## config.mk

```make
export PLATFORM = sky130hd
export DESIGN_NAME = tdq_cell
export DESIGN_NICKNAME = d
export VERILOG_FILES = /design/src/design/timer_deadline_queue_unit_assert.svh /design/src/design/tdq_pkg.sv /design/src/design/tdq_cell.sv
export SDC_FILE = /design/constraint.sdc
export NUM_CORES = 1
export LEC_CHECK = 0
export BUFFER_PORTS_ARGS = -buffer_cell sky130_fd_sc_hd__clkbuf_2
export CORE_ASPECT_RATIO = 1.1
export CORE_MARGIN = 3
export CORE_UTILIZATION = 35
export CTS_CLUSTER_SIZE = 20
export DETAILED_ROUTE_END_ITERATION = 7
export SYNTH_ARGS = -nofsm -noshare
export SYNTH_HDL_FRONTEND = slang
export SYNTH_SLANG_ARGS = --single-unit
```

## constraint.sdc

```tcl
create_clock -name aclk -period 14.9 [get_ports aclk]
set_input_delay 2.98 -clock aclk [delete_from_list [all_inputs] [get_ports aclk]]
set_output_delay 2.98 -clock aclk [all_outputs]
set_load 0.005 [all_outputs]
```

## src/design/timer_deadline_queue_unit_assert.svh

```systemverilog
// Assertion macros shared by the timer deadline queue.
`ifndef TIMER_DEADLINE_QUEUE_UNIT_ASSERT_SVH
`define TIMER_DEADLINE_QUEUE_UNIT_ASSERT_SVH

// The consequent must hold in the same cycle as the antecedent.
`define TDQ_ASSERT_SAME(lbl, ante, cons, msg) \
    lbl: assert property (@(posedge aclk) disable iff (!aresetn) (ante) |-> (cons)) \
        else $error(msg);

// The consequent must hold in the cycle after the antecedent.
`define TDQ_ASSERT_NEXT(lbl, ante, cons, msg) \
    lbl: assert property (@(posedge aclk) disable iff (!aresetn) (ante) |=> (cons)) \
        else $error(msg);

`endif

```

## src/design/tdq_pkg.sv

```systemverilog
// ----------------------------------------------------------------------------
// Timer deadline queue package
// Sizes, operation codes, sequencer states and the structs between the
// sequencer and the slot cells.
// ----------------------------------------------------------------------------
package tdq_pkg;

    localparam int NUM_SLOTS = 16;
    localparam int TIME_BITS = 64;
    localparam int SLOT_W    = $clog2(NUM_SLOTS);
    localparam int CNT_W     = $clog2(NUM_SLOTS + 1);

    localparam logic [31:0] ROLLOVER_RESET = 32'(60 * 60 * 1000);

    typedef enum logic [2:0] {
        OP_ADD     = 3'd0,
        OP_CANCEL  = 3'd1,
        OP_REFRESH = 3'd2,
        OP_RESET   = 3'd3,
        OP_QUERY   = 3'd4,
        OP_EXPIRE  = 3'd5
    } op_t;

    typedef enum logic [2:0] {
        ST_IDLE,
        ST_EXEC,
        ST_SCAN,
        ST_OUT,
        ST_XSTART,
        ST_XSCAN,
        ST_XRES
    } tdq_state_t;

    // Best candidate handed from one cell to the next.
    typedef struct packed {
        logic                 valid;
        logic [SLOT_W-1:0]    slot;
        logic [TIME_BITS-1:0] deadline;
    } scan_t;

    // Broadcast from the sequencer to every cell.
    typedef struct packed {
        logic                 we;
        logic [SLOT_W-1:0]    slot;
        logic [TIME_BITS-1:0] deadline;
        logic [31:0]          period;
        logic                 repeat_mark;
        logic                 armed;
        logic                 pend_load;
        logic                 pend_clr;
        logic                 roll;
        logic                 commit;
        logic [TIME_BITS-1:0] now;
    } cell_ctl_t;

    // Contents of one cell as seen by the sequencer.
    typedef struct packed {
        logic [TIME_BITS-1:0] deadline;
        logic [31:0]          period;
        logic                 repeat_mark;
        logic                 armed;
        logic                 pend;
        logic                 survive;
    } cell_state_t;

endpackage

```

## src/design/tdq_cell.sv

```systemverilog
// ----------------------------------------------------------------------------
// Timer slot cell
// Holds one slot and one stage of the earliest-deadline search chain.
// ----------------------------------------------------------------------------
module tdq_cell import tdq_pkg::*; (
    input  logic              aclk,
    input  logic              aresetn,
    input  logic [SLOT_W-1:0] my_slot,
    input  cell_ctl_t         ctl,
    input  logic              scan_pend,
    input  scan_t             scan_in,
    output scan_t             scan_out,
    output cell_state_t       state
);

    logic [TIME_BITS-1:0] deadline_reg;
    logic [31:0]          period_reg;
    logic                 repeat_reg;
    logic                 armed_reg;
    logic                 pend_reg;
    logic                 fire_reg;
    scan_t                scan_reg;
    scan_t                scan_next;
    logic                 hit;
    logic                 cand;
    logic                 due;

    assign hit = (ctl.slot == my_slot);
    assign due = armed_reg && (ctl.roll || (deadline_reg <= ctl.now));

    always_ff @(posedge aclk) begin
        scan_reg.slot     <= scan_next.slot;
        scan_reg.deadline <= scan_next.deadline;
        if (!aresetn) begin
            armed_reg      <= 1'b0;
            pend_reg       <= 1'b0;
            fire_reg       <= 1'b0;
            scan_reg.valid <= 1'b0;
        end else begin
            if (ctl.we && hit) begin
                armed_reg <= ctl.armed;
            end
            if (ctl.pend_load) begin
                pend_reg <= due;
                fire_reg <= due;
            end else if (ctl.pend_clr && hit) begin
                pend_reg <= 1'b0;
            end
            if (ctl.commit && fire_reg) begin
                if (!repeat_reg) begin
                    armed_reg <= 1'b0;
                end
                fire_reg <= 1'b0;
            end
            scan_reg.valid <= scan_next.valid;
        end
    end

    always_ff @(posedge aclk) begin
        if (ctl.we && hit) begin
            deadline_reg <= ctl.deadline;
            period_reg   <= ctl.period;
            repeat_reg   <= ctl.repeat_mark;
        end else if (ctl.commit && fire_reg && repeat_reg) begin
            deadline_reg <= ctl.now + TIME_BITS'(period_reg);
        end
    end

    // Strict compare keeps the lower slot on a tie, since it sits earlier in the chain.
    always_comb begin
        cand = scan_pend ? pend_reg : armed_reg;
        if (cand && (!scan_in.valid || (deadline_reg < scan_in.deadline))) begin
            scan_next.valid    = 1'b1;
            scan_next.slot     = my_slot;
            scan_next.deadline = deadline_reg;
        end else begin
            scan_next = scan_in;
        end
    end

    assign scan_out          = scan_reg;
    assign state.deadline    = deadline_reg;
    assign state.period      = period_reg;
    assign state.repeat_mark = repeat_reg;
    assign state.armed       = armed_reg;
    assign state.pend        = pend_reg;
    assign state.survive     = armed_reg && !(fire_reg && !repeat_reg);

endmodule

```

==> results.json, run 1 <==
{
  "finalMaxSlewViolations": 0,
  "synth_area_sq_um": 11500,
  "area_growth_pct": 26.8,
  "synth_nets": 1591,
  "fp.dieH_um": 196,
  "setup_tns_ns": 0,
  "n_fill_cell": 3172,
  "port_buffers": 415,
  "clock.fmax_ghz": 0.161,
  "peakVddDrop_mv": 0.0620,
  "cts_tree": "yes",
  "path_cells": "clkbuf_2, inv_1, ha_1, nand4_1, nor3_1, nand2_1, nor3_1, nand3_1, o21ai_4, buf_4, mux2_2",
  "vias": 10189,
  "rsz0062_at_grt": "no",
  "register_area_sq_um": 4350,
  "cap_viol_max_count": 0,
  "drt-initial-drc-count": 461,
  "wl_per_cell_um": 19.0,
  "p_per_area_nw_per_um2": 83.1,
  "postCtsSetupBuffers": 0,
  "path_max_fanout": 56,
  "cts_hold_buf": 0,
  "finalPower_mw": 1.21,
  "synthDistinctLibCells": 61,
  "fin_crit_ns": 6.22,
  "drive_gt1_share_pct": 32.1,
  "worst_pin_slew_ns": 1.03,
  "largest_register_ff_count": 69,
  "cp_slowest_cell": "buf_4",
  "place_congestion": 0.881,
  "dieWidth_um": 179,
  "dp_hpwl_um": 31600,
  "crit_required_ns": 15.22,
  "grt_pass1_wl_um": 57400,
  "p_leak_nw": 7.09,
  "drc": 0,
  "cp_data_arrival_time_ns": 6.54,
  "track_usage_pct": 21.4,
  "synth_ff_type": "edfxtp_1",
  "row_count": 68,
  "hold_path_class": "reg -> reg",
  "setup_ws_ns": 8.68,
  "cts.htree.levels": 4,
  "status": "complete, no violations",
  "wirelength_um": 38500,
  "core_sq_um": 31800,
  "min_period_over_period_pct": 41.7,
  "cts_sinks": 169,
  "yosysWarnings": 0,
  "grt_pass1_vias": 10299,
  "slowest_delay_ns": 0.76,
  "async_flop_share_pct": 0,
  "critPathLaunchType": "primary input",
  "critical_path_class": "in -> reg",
  "grt_antenna_before_repair": 7,
  "yosysSeqAreaShare_pct": 38.0,
  "synth_edf_count": 97,
  "clk_latency_ns": 0.44,
  "clock_skew_ns": 0.0154,
  "cp_common_cell": "nor3_1",
  "syn_inst": 1184,
  "overflow": 0,
  "grt_max_degree": 68,
  "slew_headroom_pct": 31.0,
  "final_nets": 1995,
  "syn_avg_cell_area_sq_um": 9.69,
  "root_buffer": "clkbuf_16",
  "dp_slack_ns": 8.13,
  "clk_pin_slew_ns": 0.07,
  "drtAntennaViolNets": 0,
  "vias_per_cell": 5.03,
  "ys_seq_elements": 169,
  "initial_core_util_pct": 36.0,
  "multi_input_area_sq_um": 6460,
  "cts_resized": 0,
  "dieArea_sq_um": 35000,
  "numCtsBuffers": 17,
  "setup_viol": 0,
  "ioPinCount": 416,
  "first_pass_iters": 5,
  "crit_path_end_kind": "register",
  "cts_buffer_depth": 2,
  "hold_viol": 0
}
## cell usage in the layout (no fill, tap or decap), types with 20 or more instances in the layout
cell type / count
dfxtp_1: 72
nand4_1: 36
mux2_2: 49
nor3_1: 20
edfxtp_1: 97
nor2_1: 51
xnor2_1: 42
o21ai_0: 69
xor2_1: 21
inv_1: 133
a21oi_1: 79
mux2_1: 20
nand2_1: 98
a21o_1: 56
ha_1: 159
clkbuf_16: 20
clkbuf_2: 415
## stage by stage
| stage | util (%) | cell area, sq um | std cells | hold WS, ns |
|---|---|---|---|---|
| floorplan | - | 11500 | 1184 | 0.508 |
| global placement | 43.8 | 13900 | 1989 | 0.552 |
| detailed placement | 43.8 | 13900 | 1989 | 0.555 |
| CTS | 45.7 | 14500 | 2021 | 0.570 |
| global route | 45.7 | 14500 | 2025 | 0.574 |
| finish | 45.7 | 14500 | 2025 | 0.566 |
## cells by family (layout without fill, tap and decap cells)
group                      after synthesis  after routing  synth area share [%]
buffers and inverters                  167            584                  5.88
and+or+nand+nor                        275            275                  11.6
xor gates and xnor gates                63             63                  4.81
DFF                                    169            169                  38.0
AOI/OAI and AO/OA                      281            281                  15.5
adders and majority gates              160            160                  17.5
muxes                                   69             69                  6.77
other                                    0              4                     0
## metal layers
metal	wire length [um]	up-vias	part of all wire, %	GRT usage [%]
met5	37	-	0.096	0
met3	2450	42	6.4	4.96
met2	19600	320	51	38.1
li1	-	5057	-	-
met1	15600	4764	41	24.9
met4	792	6	2.1	7.59
## worst paths after layout
check                                      start            to  slack (ns)  cells after the start
worst max-delay path                 scan_in[63]  scan_out[46]        8.68                     11
worst min-delay path             deadline_reg[0]   scan_out[0]        0.57                      1
worst max register to register  deadline_reg[63]  scan_out[46]       10.84                      9
worst min register to register   deadline_reg[0]   scan_out[0]        0.57                      1
## layout make-up
class / instances / area share (%)
clock inverters: 8 / 0.396
clock buffers: 24 / 3.61
inverters: 134 / 3.48
flip-flops and latches: 169 / 29.9
repair buffers: 418 / 14.4
well taps: 420 / 3.61
diodes: 4 / 0.0688
multi-input cells: 848 / 44.5
## where the power goes
| group | internal [mW] | switching, mW | total (mW) |
|---|---|---|---|
| clock network | 0.249 | 0.202 | 0.451 |
| logic | 0.107 | 0.123 | 0.229 |
| registers | 0.518 | 0.0108 | 0.528 |
| total | 0.873 | 0.336 | 1.21 |
## critical path: cells and delay by family
kind,cells,cell delay (ns)
compound gates,1,0.49
simple gates,5,1.43
fa+ha+maj,1,0.29
mux,1,0.41
buf+inv,3,0.90
## synthesized netlist by cell type (3+ instances only)
cell type | number | area [sq um]
or3_1 | 5 | 31.3
a21o_1 | 56 | 420
nor2b_1 | 9 | 56.3
buf_4 | 3 | 22.5
nor3_1 | 20 | 100
a21oi_1 | 79 | 395
a211oi_1 | 6 | 45.0
o2111ai_1 | 3 | 26.3
mux2_1 | 20 | 225
xnor2_1 | 42 | 368
ha_1 | 159 | 1990
buf_6 | 3 | 33.8
dfxtp_1 | 72 | 1440
nand2_1 | 99 | 372
edfxtp_1 | 97 | 2910
nand2b_1 | 9 | 56.3
o21ai_0 | 70 | 350
nor4_1 | 6 | 37.5
clkbuf_1 | 14 | 52.6
o211ai_1 | 7 | 52.6
nand4_1 | 36 | 225
xor2_1 | 21 | 184
inv_1 | 134 | 503
o21ai_1 | 14 | 70.1
o21a_1 | 16 | 120
or2_2 | 3 | 18.8
nand3_1 | 19 | 95.1
and3_1 | 6 | 37.5
buf_2 | 11 | 55.1
mux2_2 | 49 | 552
nor2_1 | 51 | 191
or4b_1 | 3 | 30.0
a211o_1 | 4 | 35.0
Power figures use the tool's default switching activity.
==> run 2, diff against run 1 <==
- clock period: 14.9 -> 6.1 ns (I/O delays scaled with it)
==> run 2 against run 1 <==
Against the previous run: cell count about the same; sequential cell count unchanged; wire length is 0.57% higher; power increased by 140%; sequential power increased by 140%; die area unchanged; critical path depth unchanged; count of clock-buffer cells in the layout decreased by 5; combinational power is 150% higher; largest cell class unchanged.
==> results.json, run 2 (synthesized netlist as in run 1, its figures left out) <==
{
  "status": "complete, no violations",
  "fin_area_sq_um": 14500,
  "p_leak_nw": 7.08,
  "cts.htree.levels": 4,
  "cap_viol_max_count": 0,
  "root_buffer": "clkbuf_16",
  "drtAntennaViolNets": 0,
  "final_common_cell": "clkbuf_2",
  "hold_viol": 0,
  "vias_per_cell": 5.04,
  "fin_crit_ns": 4.14,
  "rrSetupSlack_ns": 2.39,
  "utilization_pct": 45.6,
  "rsz0062_at_grt": "no",
  "cts_tree": "yes",
  "crit_path_end_kind": "register",
  "most-common-layout-cells": "clkbuf_2, ha_1, inv_1, nand2_1, edfxtp_1",
  "wl_per_cell_um": 19.1,
  "drt-initial-drc-count": 480,
  "dieWidth_um": 179,
  "holdPathEnd": "scan_out[62]",
  "min_period_over_period_pct": 68.0,
  "core_sq_um": 31800,
  "path_max_fanout": 52,
  "cts_hold_buf": 0,
  "wl_met1_um": 15600,
  "wirelength_um": 38700,
  "vias": 10205,
  "postCtsSetupBuffers": 0,
  "min_path_cells": 1,
  "critPathLaunchType": "primary input",
  "setup_viol": 0,
  "final_nets": 1997,
  "n_fill_cell": 3143,
  "largest_register_ff_count": 69,
  "clock_skew_ns": 0.0150,
  "worst_pin_slew_ns": 1.04,
  "clk_latency_ns": 0.44,
  "grt_max_degree": 84,
  "setup_tns_ns": 0,
  "dp_hpwl_um": 31900,
  "finalMaxSlewViolations": 0,
  "finalPower_mw": 2.88,
  "port_buffers": 415,
  "grt_pass1_vias": 10628,
  "placedInstanceArea_sq_um": 14000,
  "overflow": 0,
  "initial_core_util_pct": 36.0,
  "wl_met3_um": 2570,
  "reg2reg_from": "deadline_reg[63]",
  "place_congestion": 0.906,
  "grt_pass1_wl_um": 58100,
  "row_count": 68,
  "grt_antenna_before_repair": 3,
  "p_per_area_nw_per_um2": 199,
  "r2r_end": "scan_out[27]",
  "first_pass_iters": 5,
  "peakVddDrop_mv": 0.155,
  "drive_gt1_share_pct": 32.3,
  "cts_sinks": 169,
  "ioPinCount": 416,
  "dieArea_sq_um": 35000,
  "cts_resized": 0,
  "slew_headroom_pct": 30.9,
  "cts_buffer_depth": 2,
  "crit_required_ns": 6.42,
  "drc": 0,
  "cp_data_arrival_time_ns": 4.46,
  "dr_wl_met2_um": 19300,
  "critical_path_class": "in -> reg",
  "hold_path_class": "reg -> reg",
  "dp_slack_ns": 1.52,
  "area_growth_pct": 26.5,
  "setup_ws_ns": 1.96,
  "numCtsBuffers": 17,
  "hp-start": "deadline_reg[62]",
  "track_usage_pct": 21.5,
  "fp.dieH_um": 196,
  "top_layer_used": "met5",
  "r2r_cells": 9,
  "clock.fmax_ghz": 0.241,
  "clk_pin_slew_ns": 0.06
}
==> run 2: cell types whose count changed in the layout (fill, tap and decap cells not counted) <==
cell | before | now
diode_2 | 4 | 1
clkbuf_1 | 3 | 2
clkbuf_16 | 20 | 17
buf_4 | 3 | 4
clkinvlp_4 | 4 | 5
inv_6 | 2 | 3
buf_12 | 0 | 1
clkbuf_8 | 1 | 0
inv_4 | 1 | 2
clkinv_4 | 0 | 2
==> run 2: worst max-delay path by stage <==
stage | startpoint | end | slack [ns] | cells after the start
global placement | scan_in[63] | scan_out[43] | 1.57 | 11
global route | ctl[0] | deadline_reg[54] | 1.77 | 13
CTS | ctl[3] | deadline_reg[51] | 1.97 | 11
floorplan | my_slot[1] | deadline_reg[0] | 1.36 | 6
finish | scan_in[63] | scan_out[27] | 1.96 | 11
detailed placement | ctl[3] | deadline_reg[51] | 1.52 | 11
==> run 2: power by group <==
| group | internal (mW) | switching (mW) | leakage [nW] | total (mW) |
|---|---|---|---|---|
| Clock | 0.525 | 0.504 | 0.247 | 1.03 |
| Sequential | 1.26 | 0.0256 | 1.48 | 1.29 |
| Combinational | 0.262 | 0.305 | 5.35 | 0.566 |
| Total | 2.05 | 0.834 | 7.08 | 2.88 |
==> run 2: final cells by class <==
| class | instances | area [sq um] | share of cell area [%] |
|---|---|---|---|
| timing repair buffer | 420 | 2130 | 14.7 |
| tap | 420 | 526 | 3.62 |
| clock buffer | 19 | 433 | 2.98 |
| multi-input combinational | 848 | 6460 | 44.5 |
| inverter | 134 | 505 | 3.48 |
| clock inverter | 13 | 97.6 | 0.673 |
| sequential | 169 | 4350 | 30.0 |
| antenna | 1 | 2.50 | 0.0172 |
==> run 2: per-stage QoR <==
stage | instances | hold WS (ns)
finish | 2024 | 0.569
detailed placement | 1991 | 0.562
CTS | 2023 | 0.580
floorplan | 1184 | 0.508
global placement | 1991 | 0.564
global route | 2024 | 0.605
==> run 2: per-layer routing <==
metal | track usage, % | vias up
met3 | 4.74 | 62
met5 | 0 | -
li1 | - | 5048
met4 | 7.97 | 4
met2 | 38.2 | 364
met1 | 25.2 | 4727
==> run 2: worst max-delay path, cell delays in order <==
cell	delay, ns
clkbuf_2	0.11
inv_1	0.05
ha_1	0.28
nand4_1	0.18
nor3_1	0.33
nand2_1	0.13
nor3_1	0.48
nand3_1	0.24
o21ai_4	0.62
buf_12	0.33
mux2_2	0.38
==> run 3, diff against run 2 <==
- ABC_AREA: not set -> 1
- clock period: 6.1 -> 4.2 ns (I/O delays scaled with it)
==> run 3 against run 2 <==
Against the previous run: the run now ends with DRC left; non-clock buffer count rose by 4; count of clock-buffer cells in the layout did not move; sequential cell count did not move; first-iteration DRC count rose by 80%; critical path type unchanged; critical endpoint is now deadline_reg[48]; largest cell class unchanged; highest routed layer unchanged.
==> results.json, run 3 <==
{
  "crit_path_end_kind": "register",
  "grt_max_degree": 69,
  "ioPinCount": 416,
  "p_leak_nw": 8.30,
  "cts_sinks": 169,
  "setup_viol": 0,
  "r2r_end": "deadline_reg[48]",
  "fin_crit_ns": 2.97,
  "place_congestion": 0.939,
  "largest_register_ff_count": 69,
  "multi_input_area_sq_um": 7380,
  "synth_top_area_cell": "edfxtp_1",
  "syn_inst": 1802,
  "core_sq_um": 35600,
  "worst_pin_slew_ns": 1.17,
  "finalMaxSlewViolations": 0,
  "hold_path_class": "reg -> reg",
  "hp-start": "fire_reg",
  "drc": 2,
  "most-common-layout-cells": "nand2_1, clkbuf_2, inv_1, nand3_1, ha_1",
  "crit_path_start": "ctl[28]",
  "slew_headroom_pct": 21.4,
  "drtAntennaViolNets": 0,
  "grt_antenna_before_repair": 2,
  "clock.fmax_ghz": 0.336,
  "synth_top_area_share_pct": 22.8,
  "wl_per_cell_um": 18.4,
  "antenna_cells": 0,
  "dieArea_sq_um": 38800,
  "min_period_over_period_pct": 70.8,
  "yosysSeqAreaShare_pct": 34.1,
  "row_count": 72,
  "status": "complete, but fails checks",
  "grt_pass1_vias": 13357,
  "critPathLaunchType": "primary input",
  "p_per_area_nw_per_um2": 281,
  "placedInstanceArea_sq_um": 15400,
  "min_path_cells": 2,
  "cts_resized": 0,
  "synthMostInstantiatedCell": "nand2_1",
  "setup_tns_ns": 0,
  "drive_gt1_share_pct": 21.4,
  "dp_hpwl_um": 41100,
  "wirelength_um": 49700,
  "rrSetupSlack_ns": 1.27,
  "failed_checks": "DRC",
  "final_nets": 2614,
  "initial_core_util_pct": 35.9,
  "reg2reg_from": "period_reg[28]",
  "peakVddDrop_mv": 0.288,
  "syn_avg_cell_area_sq_um": 7.09,
  "yosysWarnings": 0,
  "final_common_cell": "nand2_1",
  "drt-initial-drc-count": 864,
  "cp_data_arrival_time_ns": 3.17,
  "cts_tree": "yes",
  "synth_area_sq_um": 12800,
  "synth_common_cells": "nand2_1, inv_1, nand3_1",
  "postCtsSetupBuffers": 0,
  "synth_edf_count": 97,
  "async_flop_share_pct": 0,
  "r2r_cells": 9,
  "final_cells": 2701,
  "vias": 13492,
  "synth_ff_type": "edfxtp_1",
  "register_area_sq_um": 4350,
  "fin_area_sq_um": 16000,
  "critical_path_class": "in -> reg",
  "holdPathEnd": "fire_reg",
  "first_pass_iters": 8,
  "cts_hold_buf": 0,
  "synth.area.top_cells": "edfxtp_1, nand2_1, ha_1",
  "fp.dieH_um": 206,
  "cts_buffer_depth": 2,
  "rsz0062_at_grt": "no",
  "n_fill_cell": 3779,
  "crit_required_ns": 4.40,
  "dp_cells": 2669,
  "grt_pass1_wl_um": 75200,
  "clk_latency_ns": 0.46,
  "cts.htree.levels": 4,
  "area_growth_pct": 25.2,
  "hold_viol": 0,
  "clock_skew_ns": 0.0146,
  "cap_viol_max_count": 0,
  "vias_per_cell": 5.00,
  "ys_seq_elements": 169,
  "port_buffers": 415,
  "dieWidth_um": 188,
  "path_max_fanout": 4,
  "overflow": 0,
  "numCtsBuffers": 17,
  "track_usage_pct": 25.1,
  "root_buffer": "clkbuf_16",
  "synth_nets": 2209,
  "synthDistinctLibCells": 35,
  "clk_pin_slew_ns": 0.07
}
## run 3: changes by cell type after synthesis, sizes merged, moves of 14 or more
cell,change
o21a,-14
nor2,+72
mux2,-69
nand2,+479
nand3,+156
inv,+98
xnor2,-33
a21oi,+42
a21o,-53
## run 3: layout make-up
class	count	share of cell area (%)
Multi-Input combinational cell	1363	46.1
Clock inverter	13	1.06
Tap cell	481	3.76
Timing Repair Buffer	424	13.6
Inverter	232	5.46
Clock buffer	19	2.71
Sequential cell	169	27.2
## run 3: power by group
part	total (mW)	internal, mW	switching (mW)
sequential	1.88	1.84	0.0406
combinational	0.918	0.359	0.559
clock	1.70	0.944	0.752
## run 3: critical path, cell delays in order
cell      delay [ns]
clkbuf_2        0.11
ha_1            0.38
nand2_1         0.12
nor2_1          0.37
nand2_1         0.21
o21ai_0         0.63
nand2_1         0.10
nand2_1         0.13
xor2_1          0.20
o21ai_0         0.10
## run 3: metrics by stage
step	setup WS [ns]	power (mW)	hold slack [ns]	util [%]
6_report	1.23	4.49	0.487	44.9
5_1_grt	1.00	4.72	0.508	44.9
4_1_cts	1.27	4.54	0.489	44.9
3_5_place_dp	0.790	2.83	0.477	43.3
3_3_place_gp	0.763	2.81	0.465	43.3
2_1_floorplan	1.16	2.42	0.452	-
## run 3: worst max-delay path by stage
| stage | depth (start not counted) | slack [ns] | to |
|---|---|---|---|
| 5_1_grt | 17 | 1.00 | scan_out[28] |
| 3_3_place_gp | 10 | 0.76 | deadline_reg[48] |
| 2_1_floorplan | 2 | 1.16 | deadline_reg[0] |
| 4_1_cts | 17 | 1.27 | scan_out[12] |
| 6_report | 10 | 1.23 | deadline_reg[48] |
| 3_5_place_dp | 17 | 0.79 | scan_out[12] |
## run 3: logic make-up (layout without fill, tap and decap cells)
group / Yosys count / count (layout) / synth area share [%]
AND/OR/NAND/NOR: 967 / 967 / 31.8
buffers and inverters: 270 / 688 / 8.39
AO/OA/AOI/OAI: 219 / 219 / 8.87
flip-flops: 169 / 169 / 34.1
adder cells (fa/ha/maj): 160 / 160 / 15.7
XOR/XNOR: 17 / 17 / 1.17
## run 3: metal layers
layer  GRT usage, %  part of all wire, %  vias up
met3           4.90                  6.4       46
met4           6.70                  1.9        4
li1               -                    -     6760
met2           43.9                   48      458
met1           31.7                   44     6224
met5              0                0.054        -
